File: src/rtl/core/shb_pkg.sv
// Shared types, constants and controller/datapath interface for the Shirley background block.
package shb_pkg;

	localparam int MAX_POINTS_DEF = 64;
	localparam logic [7:0] ITER_LIMIT_RST = 8'd50;
	localparam logic [31:0] TOLERANCE_RST = 32'd4295;

	localparam int CFG_IDX_W = 1;
	localparam logic [CFG_IDX_W-1:0] CFG_ITER_LIMIT = 1'd0;
	localparam logic [CFG_IDX_W-1:0] CFG_TOLERANCE = 1'd1;

	// dividend is |dy| (32b) times |area| (47b)
	localparam int DIV_W = 80;
	localparam logic [41:0] QUO_CAP = 42'h100_0000_0000;

	typedef struct packed {
		logic signed [31:0] x_value;
		logic signed [31:0] y_value;
		logic last_point;
	} in_t;

	typedef struct packed {
		logic signed [31:0] background;
		logic last_result;
	} out_t;

	typedef struct packed {
		logic load;
		logic idx_clr;
		logic idx_inc;
		logic init_wr;
		logic int_start;
		logic sig0;
		logic sig;
		logic mul;
		logic acc;
		logic conv0;
		logic conv1;
		logic conv2;
		logic prev_clr;
		logic prev_upd;
		logic rm0;
		logic rm1;
		logic rm2;
		logic div_step;
		logic bwr;
		logic out_load;
	} dp_cmd_t;

	typedef struct packed {
		logic idx_last;
		logic prev_zero;
		logic conv_hit;
		logic a_zero;
		logic div_last;
	} dp_sts_t;

endpackage

File: src/rtl/core/shb_ctrl.sv
// Controller: sequences load, passes of integrate/test/rescale, and result output.
module shb_ctrl import shb_pkg::*; (
	input  logic clk,
	input  logic arst_n,
	input  logic in_valid,
	input  logic in_last,
	output logic in_stall,
	output logic out_valid,
	input  logic out_stall,
	input  logic [7:0] iter_limit,
	input  dp_sts_t sts,
	output dp_cmd_t cmd
);

	localparam logic [4:0] S_LOAD  = 5'd0;
	localparam logic [4:0] S_INIT  = 5'd1;
	localparam logic [4:0] S_I0RD  = 5'd2;
	localparam logic [4:0] S_I0SIG = 5'd3;
	localparam logic [4:0] S_IRD   = 5'd4;
	localparam logic [4:0] S_ISIG  = 5'd5;
	localparam logic [4:0] S_IMUL  = 5'd6;
	localparam logic [4:0] S_IACC  = 5'd7;
	localparam logic [4:0] S_CV0   = 5'd8;
	localparam logic [4:0] S_CV1   = 5'd9;
	localparam logic [4:0] S_CV2   = 5'd10;
	localparam logic [4:0] S_CV3   = 5'd11;
	localparam logic [4:0] S_RRD   = 5'd12;
	localparam logic [4:0] S_RM0   = 5'd13;
	localparam logic [4:0] S_RM1   = 5'd14;
	localparam logic [4:0] S_RM2   = 5'd15;
	localparam logic [4:0] S_RDIV  = 5'd16;
	localparam logic [4:0] S_RWB   = 5'd17;
	localparam logic [4:0] S_ORD   = 5'd18;
	localparam logic [4:0] S_OLD   = 5'd19;
	localparam logic [4:0] S_OWAIT = 5'd20;

	logic [4:0] state_q, state_nxt;
	logic [7:0] pass_q;
	logic pass_clr, pass_inc;
	logic [8:0] pass_next;

	assign pass_next = {1'b0, pass_q} + 9'd1;
	assign in_stall = state_q != S_LOAD;
	assign out_valid = state_q == S_OWAIT;

	always_comb begin
		cmd = '0;
		state_nxt = state_q;
		pass_clr = 1'b0;
		pass_inc = 1'b0;
		unique case (state_q)
			S_LOAD: begin
				if (in_valid) begin
					cmd.load = 1'b1;
					if (in_last) begin
						cmd.idx_clr = 1'b1;
						state_nxt = S_INIT;
					end
				end
			end
			S_INIT: begin
				cmd.init_wr = 1'b1;
				if (sts.idx_last) begin
					cmd.idx_clr = 1'b1;
					cmd.prev_clr = 1'b1;
					pass_clr = 1'b1;
					if (iter_limit == 8'd0) begin
						state_nxt = S_ORD;
					end else begin
						cmd.int_start = 1'b1;
						state_nxt = S_I0RD;
					end
				end else begin
					cmd.idx_inc = 1'b1;
				end
			end
			S_I0RD: state_nxt = S_I0SIG;
			S_I0SIG: begin
				cmd.sig0 = 1'b1;
				if (sts.idx_last) begin
					state_nxt = S_CV0;
				end else begin
					cmd.idx_inc = 1'b1;
					state_nxt = S_IRD;
				end
			end
			S_IRD: state_nxt = S_ISIG;
			S_ISIG: begin
				cmd.sig = 1'b1;
				state_nxt = S_IMUL;
			end
			S_IMUL: begin
				cmd.mul = 1'b1;
				state_nxt = S_IACC;
			end
			S_IACC: begin
				cmd.acc = 1'b1;
				if (sts.idx_last) begin
					state_nxt = S_CV0;
				end else begin
					cmd.idx_inc = 1'b1;
					state_nxt = S_IRD;
				end
			end
			S_CV0: begin
				cmd.conv0 = 1'b1;
				state_nxt = S_CV1;
			end
			S_CV1: begin
				cmd.conv1 = 1'b1;
				state_nxt = S_CV2;
			end
			S_CV2: begin
				cmd.conv2 = 1'b1;
				state_nxt = S_CV3;
			end
			S_CV3: begin
				cmd.idx_clr = 1'b1;
				if (!sts.prev_zero && sts.conv_hit) begin
					state_nxt = S_ORD;
				end else begin
					cmd.prev_upd = 1'b1;
					state_nxt = S_RRD;
				end
			end
			S_RRD: state_nxt = S_RM0;
			S_RM0: begin
				cmd.rm0 = 1'b1;
				state_nxt = S_RM1;
			end
			S_RM1: begin
				cmd.rm1 = 1'b1;
				state_nxt = S_RM2;
			end
			S_RM2: begin
				cmd.rm2 = 1'b1;
				// zero total area: quotient stays cleared, background is first y
				state_nxt = sts.a_zero ? S_RWB : S_RDIV;
			end
			S_RDIV: begin
				cmd.div_step = 1'b1;
				if (sts.div_last)
					state_nxt = S_RWB;
			end
			S_RWB: begin
				cmd.bwr = 1'b1;
				if (sts.idx_last) begin
					cmd.idx_clr = 1'b1;
					pass_inc = 1'b1;
					if (pass_next >= {1'b0, iter_limit}) begin
						state_nxt = S_ORD;
					end else begin
						cmd.int_start = 1'b1;
						state_nxt = S_I0RD;
					end
				end else begin
					cmd.idx_inc = 1'b1;
					state_nxt = S_RRD;
				end
			end
			S_ORD: state_nxt = S_OLD;
			S_OLD: begin
				cmd.out_load = 1'b1;
				state_nxt = S_OWAIT;
			end
			S_OWAIT: begin
				if (!out_stall) begin
					if (sts.idx_last) begin
						state_nxt = S_LOAD;
					end else begin
						cmd.idx_inc = 1'b1;
						state_nxt = S_ORD;
					end
				end
			end
			default: state_nxt = S_LOAD;
		endcase
	end

	always_ff @(posedge clk or negedge arst_n) begin
		if (!arst_n) begin
			state_q <= S_LOAD;
			pass_q <= '0;
		end else begin
			state_q <= state_nxt;
			if (pass_clr)
				pass_q <= '0;
			else if (pass_inc)
				pass_q <= pass_next[7:0];
		end
	end

endmodule

File: config.mk
export PLATFORM = sky130hd
export DESIGN_NAME = shb_ctrl
export DESIGN_NICKNAME = d
export VERILOG_FILES = /design/src/rtl/core/shb_pkg.sv /design/src/rtl/core/shb_ctrl.sv
export SDC_FILE = /design/constraint.sdc
export NUM_CORES = 1
export LEC_CHECK = 0
export BUFFER_PORTS_ARGS = -buffer_cell sky130_fd_sc_hd__buf_2
export CAP_MARGIN = 20
export CORE_MARGIN = 2
export CORE_UTILIZATION = 47
export CTS_CLUSTER_SIZE = 40
export DETAILED_ROUTE_END_ITERATION = 16
export PLACE_DENSITY = 0.76
export SYNTH_ARGS = -nofsm -noshare
export SYNTH_HDL_FRONTEND = slang
export SYNTH_SLANG_ARGS = --single-unit
File: constraint.sdc
create_clock -name clk -period 2.2 [get_ports clk]
set_input_delay 0.44 -clock clk [delete_from_list [all_inputs] [get_ports clk]]
set_output_delay 0.44 -clock clk [all_outputs]
set_load 0.1 [all_outputs]
== Word-level counts from Yosys, hierarchy flattened ==
Cells that the tools add are included.

* Flip-flop bits (word level): 13
* Input bits: 18
* Output and inout port bits: 22
* Word-level logic and storage cells: 85

* Add/subtract/negate cells: 1
* $lt $le $gt $ge: 1
* Eq/ne operators: 25
* Mux-type cells: 46
* Reductions and logical operators: 10

{| class="wikitable"
|+ Operators by type and width
! cell !! count
|-
| 5-bit case mux with 20 select lines || 1
|-
| 5-bit two-way mux || 10
|-
| 5-bit by 4-bit equality test with 1-bit output (second input constant) || 8
|-
| 1-bit two-way mux || 28
|-
| 5-bit equality test (second input constant) || 5
|-
| 5-bit by 3-bit equality test with 1-bit output (second input constant) || 4
|-
| 8-bit two-way mux || 2
|-
| 5-bit by 2-bit equality test with 1-bit output (second input constant) || 2
|-
| 2-bit != test (second input constant) || 5
|-
| 8-bit by 1-bit adder with 9-bit output (second input constant) || 1
|-
| 9-bit by 8-bit greater-or-equal comparator with 1-bit output || 1
|-
| 8-bit zero test || 1
|-
| 5-bit by 1-bit equality test with 1-bit output (second input constant) || 1
|-
| 5-bit zero test || 1
|-
| 5-bit AND reduction || 1
|-
| 5-bit nonzero test || 1
|-
| 4-bit two-way mux || 1
|-
| 1-bit case mux with 2 select lines || 2
|-
| 2-bit OR reduction || 2
|-
| 4-bit OR reduction || 1
|-
| 1-bit case mux with 3 select lines || 1
|-
| 2-bit two-way mux || 1
|-
| 2-bit nonzero test || 1
|-
| 1-bit logical AND || 1
|-
| 1-bit zero test || 1
|}

== Depth between registers and ports, before layout ==
* Depth in word-level cells: 5
* Depth in mapped cells: 10
* Gate-level depth less buffers: 10

== Worst setup path before layout ==
Ideal clock, no wire load.

* Path type: reg2out
* From: register state_q[2]
* To: output port cmd[15] (netlist bit)
* Data arrival time: 4.209 ns
* Data required time: 1.760 ns
* Slack: -2.449 ns
* Cell stages (with the launch flop): 6
* Path buffers: 1
* Cells stage by stage: dfrtp_1 buf_4 or3b_1 nor2_2 nor2_1 a211oi_1

{| class="wikitable"
|+ RTL lines
! element !! line !! RTL
|-
| start, declared || shb_ctrl.sv:37 || <nowiki>logic [4:0] state_q, state_nxt;</nowiki>
|-
| start signal, assigned || shb_ctrl.sv:185 || <nowiki>state_q <= state_nxt;</nowiki>
|-
| end, declared || shb_ctrl.sv:12 || <nowiki>output dp_cmd_t cmd</nowiki>
|}

==> results.json <==
{
  "status": "complete, but fails checks",
  "violations": "negative setup slack",
  "cp.arrival_ns": 2.57,
  "grt_pass1_vias": 1609,
  "viasPerCell": 6.39,
  "async_flop_share": 1.00,
  "wl_per_cell_um": 19.1,
  "n_fill_cell": 144,
  "place_inst": 275,
  "critPathCaptureType": "output port",
  "synth_nets": 219,
  "post-route-period-util": 1.37,
  "fp.dieW_um": 57.7,
  "worst_slack_ns": -0.812,
  "drtPass1Iterations": 5,
  "insertion_delay_ns": 0.29,
  "areaGrowthSynthToFinish_pct": 77.6,
  "detailed_place_hpwl_um": 3480,
  "grt.total_usage": 0.299,
  "clkTransAtPathRegs_ns": 0.09,
  "worstPathRequired_ns": 1.76,
  "synth-seq-cells": 13,
  "worstMarginPinSlew_ns": 0.511,
  "grt_start_max_net_pins": 21,
  "relSlewSlack": 0.659,
  "startpoint_type": "flop",
  "yosys_warnings": 0,
  "postSynthAreaPerCell_um2": 7.06,
  "postRouteAntennaNets": 0,
  "die_h_um": 57.7,
  "syn-instance-count": 192,
  "wirelength_um": 5440,
  "yosysTopAreaCell": "dfrtp_1",
  "num_vias": 1822,
  "final_cell_count_no_fill": 285,
  "fin_crit_ns": 3.01,
  "yosysTopAreaCellShare": 0.240,
  "maxCapViolCount": 0,
  "ys_seq_area_frac": 0.240,
  "clk_path_buf_depth": 2,
  "drcViolationCount": 0,
  "io_buffer_count": 39,
  "synth_edf_count": 0,
  "fin_nets": 282,
  "synth_flop_cell": "dfrtp_1",
  "coreArea_mm2": 0.00276,
  "power_leakage_nw": 1.09,
  "clock-skew-final_ns": 0.00508,
  "synth.most_common_cell": "nor2_1",
  "grt_pass1_wl_um": 7680,
  "cts_root_buf": "clkbuf_4",
  "hp-class": "in -> async",
  "rows": 19,
  "grt-ovfl-total": 0,
  "finalSetupViolations": 3,
  "cts_num_sinks": 13,
  "hold_viol": 0,
  "cts_max_level": 1,
  "cts_tree": "yes",
  "synth_area_leaders": "dfrtp_1, ha_1, nor2_1, nand2_1, a21oi_1",
  "antenna_found_initial": 0,
  "syn_area_mm2": 0.00136,
  "maxSlewViolCount": 0,
  "rsz0062_at_grt": "yes",
  "max-vdd-ir-drop_uv": 1130,
  "synth.distinct_cells": 43,
  "reg2reg_depth": 11,
  "dpl_worst_slack_ns": -0.439,
  "netlist_top_cells_count": "nor2_1, nand2_1, a21oi_1, dfrtp_1",
  "initialDrtViolationCount": 136,
  "path_class": "reg -> out",
  "max_clock_freq_mhz": 332,
  "diodes": 0,
  "place_congestion": 0.913,
  "die-area_mm2": 0.00333,
  "cts_buffers": 3,
  "powerDensity_mw_per_mm2": 1100,
  "boundaryPins": 40,
  "cp_max_fo": 3,
  "start_util": 0.491,
  "total_power_w": 0.00263,
  "drive_gt1_frac": 0.469
}
cells by family after synthesis:
group,synth area share
compound gates,0.211
xor+xnor,0.0323
fa+ha+maj,0.0831
buf+inv,0.0785
flops,0.240
mux,0.0231
simple gates,0.332
registers in the layout (all words and copies together), names as in the netlist:
| name | flops |
|---|---|
| state_q | 5 |
| pass_q | 8 |
final cells by class:
cell class                      instances  area (µm²)  area share
Clock buffer                            4        26.3      0.0109
Multi-Input combinational cell        156        1170       0.488
Timing Repair Buffer                   70         795       0.330
Sequential cell                        13         330       0.137
Tap cell                               31        38.8      0.0161
Inverter                               11        41.3      0.0172
path summary, 6_finish.rpt:
| path | from | endpoint | slack, ns |
|---|---|---|---|
| worst min-delay path | arst_n | pass_q[7]$_DFFE_PN0P_ | 0.03 |
| worst max register to register | pass_q[2]$_DFFE_PN0P_ | state_q[4]$_DFFE_PN0P_ | -0.08 |
| min in group clk | sts[1] | state_q[0]$_DFFE_PN0P_ | 0.54 |
| worst max-delay path | pass_q[2]$_DFFE_PN0P_ | cmd[15] | -0.81 |
| max in group asynchronous | arst_n | state_q[4]$_DFFE_PN0P_ | 1.90 |
| worst min register to register | pass_q[7]$_DFFE_PN0P_ | pass_q[7]$_DFFE_PN0P_ | 0.61 |
stage by stage:
stage               hold WS, ns  TNS, ns  utilization  instance area (µm²)
floorplan                 0.144    -1.49            -                 1560
global placement          0.337   -0.323        0.807                 2220
detailed placement        0.348   -0.503        0.807                 2220
CTS                      0.0445   -0.716        0.838                 2310
global route             0.0378    -1.23        0.873                 2410
finish                   0.0325   -0.980        0.873                 2410
layout by cell type, fill, tap and decap left out, types with 4 or more instances in the layout:
master | netlist | layout
o21ai_0 | 11 | 10
buf_4 | 2 | 27
and3_1 | 6 | 4
nand2_1 | 22 | 20
nand3_1 | 8 | 6
dfrtp_1 | 13 | 9
a21oi_1 | 14 | 13
dfrtp_2 | 0 | 4
nor2_2 | 1 | 13
buf_12 | 0 | 22
nor2_4 | 0 | 4
a22o_1 | 4 | 4
nor2_1 | 28 | 12
nand2b_1 | 6 | 5
nor3_4 | 0 | 4
nor3_1 | 8 | 4
ha_1 | 9 | 8
buf_2 | 4 | 17
inv_1 | 11 | 11
worst max-delay path: stages (launching register included):
cell	delay, ns
dfrtp_1	0.38
and3_4	0.22
nand3_4	0.11
nor2_2	0.12
xor2_1	0.22
ha_1	0.29
nand4_1	0.10
nor2_1	0.06
o31ai_2	0.09
nand3_1	0.21
a211oi_4	0.28
buf_12	0.21
routing by layer:
metal	routed length [µm]	share of wire	global-route usage
met4	213	0.039	0.0797
met5	0	0	0
met2	2680	0.49	0.508
met1	2010	0.37	0.386
met3	533	0.098	0.0647
timing repair:
action | CTS | global route
endpoints found under the setup margin | 6 | 8
gates cloned | 0 | 0
setup buffers | 3 | 3
hold buffers | 0 | 0
resized for setup | 10 | 17
pin swaps | 3 | 4
report_power, final:
group,switching [W],internal [W]
logic,0.00136,0.000767
clock network,0.0000891,0.0000705
registers,0.0000692,0.000283
total,0.00151,0.00112
No activity file was read; power rests on OpenSTA's default activity.
